--- src/sv/kte_pkg.sv ---
// Shared types and constants for the keypad time entry block.
package kte_pkg;

  localparam int DIGIT_COUNT = 6;

  // Keypad codes
  localparam logic [4:0] KEY_NONE = 5'd0;
  localparam logic [4:0] KEY_BACK = 5'd10;
  localparam logic [4:0] KEY_ZERO = 5'd11;

  // Cursor positions with a digit limit, and the end position
  localparam logic [2:0] POS_HOUR_TENS   = 3'd0;
  localparam logic [2:0] POS_HOUR_UNITS  = 3'd1;
  localparam logic [2:0] POS_MINUTE_TENS = 3'd2;
  localparam logic [2:0] POS_SECOND_TENS = 3'd4;
  localparam logic [2:0] POS_END         = 3'd6;

  // Digit limits
  localparam logic [3:0] HOUR_TENS_MAX     = 4'd2;
  localparam logic [3:0] HOUR_UNITS_MAX_20 = 4'd3;
  localparam logic [3:0] SIXTY_TENS_MAX    = 4'd5;

  typedef logic [DIGIT_COUNT-1:0][3:0] kte_digits_t;

  typedef struct packed {
    kte_digits_t digits;
    logic [2:0]  cursor;
    logic [4:0]  hours;
    logic [5:0]  minutes;
    logic [5:0]  seconds;
  } kte_state_t;

  typedef struct packed {
    logic        committed;
    logic [5:0]  seconds;
    logic [5:0]  minutes;
    logic [4:0]  hours;
    kte_digits_t digits;
    logic [2:0]  cursor;
  } kte_result_t;

endpackage

--- src/sv/kte_in_reg.sv ---
// Input register stage holding one accepted key code.
module kte_in_reg import kte_pkg::*; (
  input  logic       clk,
  input  logic       rst_n,
  input  logic       in_valid,
  input  logic [4:0] in_key,
  input  logic       advance,
  output logic       in_ready,
  output logic       key_valid,
  output logic [4:0] key_code
);

  logic       valid_r, valid_nxt;
  logic [4:0] key_r;

  assign in_ready  = !valid_r || advance;
  assign valid_nxt = in_ready ? in_valid : valid_r;

  always_ff @(posedge clk) begin
    if (!rst_n) begin
      valid_r <= 1'b0;
    end else begin
      valid_r <= valid_nxt;
    end
  end

  always_ff @(posedge clk) begin
    if (in_ready && in_valid) begin
      key_r <= in_key;
    end
  end

  assign key_valid = valid_r;
  assign key_code  = key_r;

endmodule

--- src/sv/kte_update.sv ---
// Next-state and result logic for one key code.
module kte_update import kte_pkg::*; (
  input  kte_state_t  state,
  input  logic [4:0]  key_code,
  output kte_state_t  state_nxt,
  output kte_result_t result
);

  function automatic logic [6:0] pair_value(input logic [3:0] tens, input logic [3:0] units);
    logic [6:0] t;
    t = {3'b000, tens};
    return (t << 3) + (t << 1) + {3'b000, units};
  endfunction

  logic [2:0] cur;
  logic [3:0] digit;
  logic       allowed;
  logic       do_store;
  logic [3:0] store_val;
  logic       commit;
  logic [6:0] hour_pair, minute_pair, second_pair;

  assign cur   = (state.cursor > POS_END) ? POS_END : state.cursor;
  assign digit = key_code[3:0];

  always_comb begin
    allowed = 1'b1;
    if (cur == POS_HOUR_TENS && digit > HOUR_TENS_MAX) begin
      allowed = 1'b0;
    end
    if (cur == POS_HOUR_UNITS && state.digits[0] == HOUR_TENS_MAX
        && digit > HOUR_UNITS_MAX_20) begin
      allowed = 1'b0;
    end
    if ((cur == POS_MINUTE_TENS || cur == POS_SECOND_TENS) && digit > SIXTY_TENS_MAX) begin
      allowed = 1'b0;
    end
  end

  assign hour_pair   = pair_value(state.digits[0], state.digits[1]);
  assign minute_pair = pair_value(state.digits[2], state.digits[3]);
  assign second_pair = pair_value(state.digits[4], state.digits[5]);

  always_comb begin
    state_nxt        = state;
    state_nxt.cursor = cur;
    do_store         = 1'b0;
    store_val        = digit;
    commit           = 1'b0;
    priority if (key_code == KEY_NONE) begin
      // no key: nothing changes
    end else if (key_code < KEY_BACK) begin
      do_store = allowed;
    end else if (key_code == KEY_ZERO) begin
      do_store  = 1'b1;
      store_val = 4'd0;
    end else if (key_code == KEY_BACK) begin
      if (cur != 3'd0) begin
        state_nxt.cursor = cur - 3'd1;
      end
    end else begin
      commit            = 1'b1;
      state_nxt.hours   = hour_pair[4:0];
      state_nxt.minutes = minute_pair[5:0];
      state_nxt.seconds = second_pair[5:0];
      state_nxt.cursor  = 3'd0;
    end

    // cursor at end drops the write
    if (do_store && cur < POS_END) begin
      for (int i = 0; i < DIGIT_COUNT; i++) begin
        if (cur == 3'(i)) begin
          state_nxt.digits[i] = store_val;
        end
      end
      state_nxt.cursor = cur + 3'd1;
    end
  end

  always_comb begin
    result.committed = commit;
    result.seconds   = state_nxt.seconds;
    result.minutes   = state_nxt.minutes;
    result.hours     = state_nxt.hours;
    result.digits    = state_nxt.digits;
    result.cursor    = state_nxt.cursor;
  end

endmodule

--- src/sv/keypad_time_entry_core.sv ---
// Top level of the keypad time entry block.
// Keypad time entry: each input transaction carries one keypad code and
// produces exactly one output transaction showing the edit cursor, the six
// stored HHMMSS digits and the last committed hours/minutes/seconds, all
// after the update. Codes: 0 no key, 1-9 digit (range-checked per
// position), 10 back, 11 zero, 12 and above commit (committed flag set in
// out_tuser). The key sits in the input register after its transaction,
// and when the result register is free it runs through the update logic
// into the state and result registers, where out_tvalid rises. Throughput
// is one key per cycle while out_tready does not stall the result
// register. The result register frees as its transaction completes, so a
// new key moves forward in the same cycle.
// Reset clears the digits, cursor and committed values to zero.
module keypad_time_entry_core import kte_pkg::*; (
  input  logic        clk,
  input  logic        rst_n,
  // input channel
  input  logic        in_tvalid,
  output logic        in_tready,
  input  logic [7:0]  in_tdata,   // [4:0] key_code, [7:5] zero
  // result channel
  output logic        out_tvalid,
  input  logic        out_tready,
  // [2:0] cursor, [6:3] hour_tens, [10:7] hour_units, [14:11] minute_tens,
  // [18:15] minute_units, [22:19] second_tens, [26:23] second_units,
  // [31:27] hours, [37:32] minutes, [43:38] seconds, [47:44] zero
  output logic [47:0] out_tdata,
  output logic        out_tuser   // committed
);

  logic        key_valid;
  logic [4:0]  key_code;
  logic        advance;

  kte_state_t  state_r, state_nxt;
  kte_result_t result;
  kte_result_t res_r;
  logic        out_valid_r, out_valid_nxt;

  // move a key through the update when the result register is free
  assign advance = key_valid && (!out_valid_r || out_tready);

  kte_in_reg u_in_reg (
    .clk       (clk),
    .rst_n     (rst_n),
    .in_valid  (in_tvalid),
    .in_key    (in_tdata[4:0]),
    .advance   (advance),
    .in_ready  (in_tready),
    .key_valid (key_valid),
    .key_code  (key_code)
  );

  kte_update u_update (
    .state     (state_r),
    .key_code  (key_code),
    .state_nxt (state_nxt),
    .result    (result)
  );

  always_comb begin
    priority if (advance) begin
      out_valid_nxt = 1'b1;
    end else if (out_tready) begin
      out_valid_nxt = 1'b0;
    end else begin
      out_valid_nxt = out_valid_r;
    end
  end

  // time state is architectural: cleared by reset
  always_ff @(posedge clk) begin
    if (!rst_n) begin
      state_r     <= '0;
      out_valid_r <= 1'b0;
    end else begin
      out_valid_r <= out_valid_nxt;
      if (advance) begin
        state_r <= state_nxt;
      end
    end
  end

  always_ff @(posedge clk) begin
    if (advance) begin
      res_r <= result;
    end
  end

  assign out_tvalid = out_valid_r;
  assign out_tdata  = {4'b0000, res_r.seconds, res_r.minutes, res_r.hours,
                       res_r.digits, res_r.cursor};
  assign out_tuser  = res_r.committed;

endmodule

--- config.mk ---
export PLATFORM = sky130hd
export DESIGN_NAME = keypad_time_entry_core
export DESIGN_NICKNAME = d
export VERILOG_FILES = /design/src/sv/kte_pkg.sv /design/src/sv/kte_in_reg.sv /design/src/sv/kte_update.sv /design/src/sv/keypad_time_entry_core.sv
export SDC_FILE = /design/constraint.sdc
export NUM_CORES = 1
export LEC_CHECK = 0
export BUFFER_PORTS_ARGS = -buffer_cell sky130_fd_sc_hd__buf_4
export CORE_MARGIN = 4
export CORE_UTILIZATION = 25
export CTS_CLUSTER_DIAMETER = 100
export CTS_CLUSTER_SIZE = 16
export DETAILED_ROUTE_END_ITERATION = 16
export GPL_TIMING_DRIVEN = 0
export PLACE_DENSITY_LB_ADDON = 0.1
export SKIP_LAST_GASP = 1
export SLEW_MARGIN = 20
export SYNTH_ARGS = -nofsm -noshare
export SYNTH_HDL_FRONTEND = slang
export SYNTH_SLANG_ARGS = --single-unit
export TNS_END_PERCENT = 50
--- constraint.sdc ---
create_clock -name clk -period 2.6 [get_ports clk]
set_clock_uncertainty 0.1 [all_clocks]
set_input_delay 0.26 -clock clk [delete_from_list [all_inputs] [get_ports clk]]
set_output_delay 0.26 -clock clk [all_outputs]
set_load 0.01 [all_outputs]
# After elaboration in Yosys (flattened, before gate mapping)
# Cells that the tools add are included.
# totals
ff_bits	96
input_bits	12
out_inout_bits	51
word_cells	89
# op_classes
addsub	8
n_lt_le_gt_ge	6
n_eq_ne	8
muxes	26
reduce_logical	17
# ops
operator	n
$mux 20	3
$mux 4	9
$mux 27	1
$mux 17	1
$add 6x4->6	2
$add 6x5->6	2
$eq 5x4->1 const B	2
$mux 1	9
$mux 3	3
$gt 4x2->1 const B	2
$logic_and 1x1->1	7
$eq 3x2->1 const B	2
$eq 3x3->1 const B	2
$add 5x4->5	1
$add 5x5->5	1
$logic_not 5->1	1
$lt 5x4->1 const B	1
$eq 4x2->1 const B	1
$gt 4x3->1 const B	1
$add 3x1->3 const B	1
$eq 3x1->1 const B	1
$gt 3x3->1 const B	1
$logic_not 3->1	1
$logic_or 1x1->1	3
other kinds (6)	7

# Longest topological paths before layout
# depth
ltp_word	11
ltp_mapped	10
ltp_nobuf	9

# Modules after synthesis
# Synthesis repeated with hierarchy kept, for this count alone.
# unflattened
cells_unflattened	506
area_unflattened_um2	5181.2
# modules_own_cells
mod	n_inst	cells_each	area_per_inst_um2	seq_area_each_um2
keypad_time_entry_core	1	245	3234.4	2252.2
kte_update	1	251	1739.2	0.0
kte_in_reg	1	10	207.7	170.2

# Worst setup path after synthesis
# OpenSTA, ideal clock, no wires.
# synth_path
path_kind	flip-flop to flip-flop
start	reg out_valid_r (netlist: out_tvalid)
end	reg res_r, in the netlist out_tdata[0], enable pin
setup_time_ns	0.427
arrival_time_ns	2.329
required_time_ns	2.073
setup_slack_ns	-0.255
stages_incl_launch_ff	5
n_path_buf	1
synth_period_minus_slack_ns	2.855
cell_sequence	dfxtp_1 > nor2b_1 > nand2b_1 > inv_1 > clkbuf_1
# synth_via
elab_chain_cells	3
# synth_rtl
item	line_no	rtl
from (decl)	keypad_time_entry_core.sv:38	logic out_valid_r, out_valid_nxt;
from (signal assigned)	keypad_time_entry_core.sv:77	out_valid_r <= out_valid_nxt;
$logic_not 1->1	keypad_time_entry_core.sv:41	assign advance = key_valid && (!out_valid_r || out_tready);
$logic_or 1x1->1	keypad_time_entry_core.sv:41	
$logic_and 1x1->1	keypad_time_entry_core.sv:41	
named net advance	keypad_time_entry_core.sv:33	logic advance;
to (signal assigned)	keypad_time_entry_core.sv:86	res_r <= result;
to (decl)	keypad_time_entry_core.sv:37	kte_result_t res_r;
# The timed path passes the listed nets, and every way through them passes these cells.
# A chain may end at the register's enable or synchronous reset.

==> impl_table.tex <==
\begin{tabular}{lr}
\hline
Metric & Value \\
\hline
\multicolumn{2}{l}{\textbf{Worst setup path}} \\
Stage delay of the slowest cell on the critical path & 0.36 ns \\
Cell with the biggest individual delay on the critical path & mux2\_2 \\
Crit path max-delay family & buffers and inverters \\
Startpoint type of the worst setup path & flip-flop \\
Critical path required time & 2.60 ns \\
Worst Path Class, Setup & reg -> reg \\
Setup crit end kind & flip-flop \\
Number of buffers and inverters on the critical path & 4 \\
Worst Path Max Fanout & 10 \\
Crit path DAT & 2.49 ns \\
Cell-by-cell trace of the critical path & clkbuf\_4, or2\_2, inv\_2, ha\_4, inv\_2, o32ai\_4, o21ai\_2, buf\_6, nand3\_1, mux2\_2 \\
Most prevalent standard cell on the critical path & inv\_2 \\
\multicolumn{2}{l}{\textbf{Global routing}} \\
First-pass GRT wire length & 20100 µm \\
Vias in the first global route & 3509 \\
Pin count of the biggest net entering global routing & 55 \\
Met3 global-route usage & 2.52\% \\
GRT Util Overall & 12.1\% \\
Busiest layer in global routing & met1 \\
Overflow left after global routing & 0 \\
Met2 routing resource usage after global routing & 17.7\% \\
Antenna violations before repair & 0 \\
Met1 GRT Util & 17.7\% \\
\multicolumn{2}{l}{\textbf{Synth}} \\
Number of distinct library cell variants in the gate-level netlist after synthesis & 56 \\
Leading cell types by count after synthesis & nand2\_1 (99), edfxtp\_1 (50), dfxtp\_1 (46) \\
Sequential element share of the synthesized area & 51.1\% \\
Largest cells by area after synthesis & edfxtp\_1 (32\%), dfxtp\_1 (19\%), nand2\_1 (7.8\%) \\
Post-synth EDFFs & 50 \\
Average footprint of a synthesized cell & 10.7 µm² \\
Warning count from the yosys run & 0 \\
Fraction of synthesized cell area taken by the top area cell type & 31.7\% \\
Most frequent cell after synthesis & nand2\_1 \\
Async set-reset flop share out of synthesis & 0\% \\
Post-synth top area cell & edfxtp\_1 \\
Most used flip-flop cell after synthesis & edfxtp\_1 \\
Synth Instances & 442 \\
Post-synthesis register bit count & 96 \\
Syn Std Cell Area & 4740 µm² \\
\multicolumn{2}{l}{\textbf{Clock tree}} \\
TritonCTS clock tree & built \\
CTS root buffer & clkbuf\_16 \\
Number of buffers created by CTS & 9 \\
Number of levels the H-tree was split into & 3 \\
Num Clock Sinks & 96 \\
Clk Latency, worst-skew pair & 0.35 ns \\
CTS max path bufs & 2 \\
Clock slew seen by the registers of the worst setup and hold paths & 0.07 ns \\
\multicolumn{2}{l}{\textbf{Power and ir drop}} \\
Combinational share of power & 10.4\% \\
Total power & 0.00330 W \\
Sequential fraction of design power & 50.1\% \\
Sw Pwr & 0.000832 W \\
Power density over the cells & 564 nW/µm² \\
Sw frac & 25.2\% \\
Internal power & 0.00247 W \\
IR drop worst, VDD & 323 µV \\
Clock Power Share & 39.4\% \\
Static leakage & 2.29 nW \\
\multicolumn{2}{l}{\textbf{Placement}} \\
HPWL Detailed & 8930 µm \\
Setup Slack @ Placement & -0.247 ns \\
Number of placed instances, taps included & 733 \\
Final weighted congestion in routability-driven placement & 0.808 \\
Number of buffer cells added on primary ports & 54 \\
\multicolumn{2}{l}{\textbf{Timing}} \\
Post-Route Hold Slack & 0.0186 ns \\
Post-layout min period & 2.49 ns \\
Setup violation total in the final timing report & 0 \\
Setup slack of the critical path after layout & 0.109 ns \\
Tightest slew margin relative to the limit & 50.4\% \\
Endpoints failing hold & 0 \\
Highest attainable clock frequency & 401 MHz \\
Least-Margin Pin Slew & 0.744 ns \\
Number of max-slew violations in the final report & 0 \\
Share of the cycle needed by the critical path after routing & 95.8\% \\
\multicolumn{2}{l}{\textbf{Detailed routing}} \\
Total number of vias & 3394 \\
Antenna Nets Post-Route & 0 \\
DRC marker count from the first detailed-route iteration & 218 \\
First-pass iteration count of the detailed router & 4 \\
Count of unresolved DRC violations after routing & 0 \\
Avg WL per Cell & 16.3 µm \\
Routed Wire Length & 12400 µm \\
Post-detailed-route via-to-cell ratio & 4.48 \\
\multicolumn{2}{l}{\textbf{Floorplanning}} \\
Horizontal extent of the die & 146 µm \\
Placeable core region & 18700 µm² \\
Starting density of the core & 25.3\% \\
Row cnt & 50 \\
Die outline area & 21200 µm² \\
IO Count & 63 \\
Y dimension of the die & 146 µm \\
\multicolumn{2}{l}{\textbf{Run}} \\
Max capacitance violation total & 0 \\
\multicolumn{2}{l}{\textbf{Finish}} \\
Final core utilization & 31.3\% \\
Net total in the final layout & 555 \\
Area growth, synth to finish & 23.4\% \\
Share of cells above drive strength 1 & 25.4\% \\
Number of fillers in the final layout & 1938 \\
Diodes inserted & 0 \\
Filler-free cell count of the finished design & 757 \\
\multicolumn{2}{l}{\textbf{Status}} \\
Run status & finished, final reports clean \\
\multicolumn{2}{l}{\textbf{Worst hold path}} \\
Class of the worst hold path & in -> reg \\
\hline
\end{tabular}
## power by group through the flow
| stage | combinational [W] | clock [W] | sequential, W |
|---|---|---|---|
| finish | 0.000344 | 0.00130 | 0.00165 |
| global route | 0.000377 | 0.00142 | 0.00166 |
| CTS | 0.000345 | 0.00134 | 0.00165 |
| detailed placement | 0.000329 | 0 | 0.00169 |
| global placement | 0.000329 | 0 | 0.00169 |
| floorplan | 0.000188 | 0 | 0.00170 |
## final cells by class
| class | instances | area [µm²] | area share [%] |
|---|---|---|---|
| Clock inverter | 4 | 27.5 | 0.471 |
| Multi-Input combinational cell | 300 | 2130 | 36.4 |
| Inverter | 21 | 78.8 | 1.35 |
| Sequential cell | 96 | 2420 | 41.4 |
| Timing Repair Buffer | 62 | 478 | 8.17 |
| Buffer | 28 | 164 | 2.80 |
| Clock buffer | 12 | 258 | 4.41 |
| Tap cell | 234 | 293 | 5.01 |
## registers in the layout (all words and copies together) (netlist names)
name	cells
out_tdata	44
out_tuser	1
out_tvalid	1
state_r	44
u_in_reg.key_code	5
u_in_reg.key_valid	1
## final timing paths
kind                            slack, ns                startpoint  cells after the start                              end
worst min register to register       0.36  state_r[15]$_SDFFE_PN0P_                      2         state_r[15]$_SDFFE_PN0P_
worst min-delay path                 0.02                 in_tvalid                      3  u_in_reg.key_valid$_SDFFE_PN0N_
worst max register to register       0.11  state_r[17]$_SDFFE_PN0P_                     10           out_tdata[4]$_DFFE_PP_
worst max-delay path                 0.11  state_r[17]$_SDFFE_PN0P_                     10           out_tdata[4]$_DFFE_PP_
## worst reg2reg max path, delay by kind of cell, from the launching register on
kind,cells,cell delay [ns]
simple gates,2,0.47
compound gates,2,0.24
flops,1,0.34
buf+inv,4,0.55
fa+ha+maj,1,0.18
mux,1,0.36
## kinds of logic (layout without fill, tap and decap cells)
family                   after synthesis  in the layout  synth area share (%)
AO/OA/AOI/OAI                         61             61                  8.24
XOR/XNOR                              10             10                  1.85
adder cells (fa/ha/maj)               25             25                  7.55
buffers and inverters                 49            127                  4.88
flip-flops                            96             96                  51.1
multiplexers                          39             39                  9.11
other                                  1              4                0.0791
AND/OR/NAND/NOR                      161            161                  17.2
## timing repair
action | 4_1_cts | 5_1_grt
setup buffers | 0 | 3
gates resized for setup | 7 | 3
endpoints found under the hold margin | 5 | 0
pin swaps | 0 | 2
setup endpoints to repair | 43 | 18
hold buffers | 5 | 0
## metal layers
metal,vias to the layer above,wire length (µm)
met4,0,204
met1,1619,6350
met5,-,0
met3,14,464
met2,72,5360
li1,1689,-
## metrics by stage
stage,area [µm²],TNS (ns)
final,5850,0
after global routing,5850,-0.00639
after CTS,5820,-0.00337
after detailed placement,5450,-4.72
after global placement,5450,-10.58
after floorplan,4750,0
## layout by cell type, fill, tap and decap left out, types with 2 or more instances in the layout
cell type / count
a211oi_1: 3
a21o_1: 2
a21oi_1: 31
and2_1: 4
buf_2: 8
buf_4: 62
buf_6: 3
clkbuf_1: 12
clkbuf_16: 10
clkbuf_4: 2
clkinv_1: 3
clkinvlp_4: 2
conb_1: 4
dfxtp_1: 46
dlygate4sd3_1: 5
edfxtp_1: 50
fa_1: 6
ha_1: 18
inv_1: 17
inv_2: 2
mux2_2: 17
mux2_4: 4
mux2i_1: 18
nand2_1: 99
nand2b_1: 3
nand3_1: 9
nand3_2: 4
nand3b_1: 3
nor2_1: 13
nor3_1: 5
nor3_4: 5
nor3b_1: 2
o21ai_0: 11
o21ai_2: 2
xnor2_1: 9
Power figures use the tool's default switching activity.
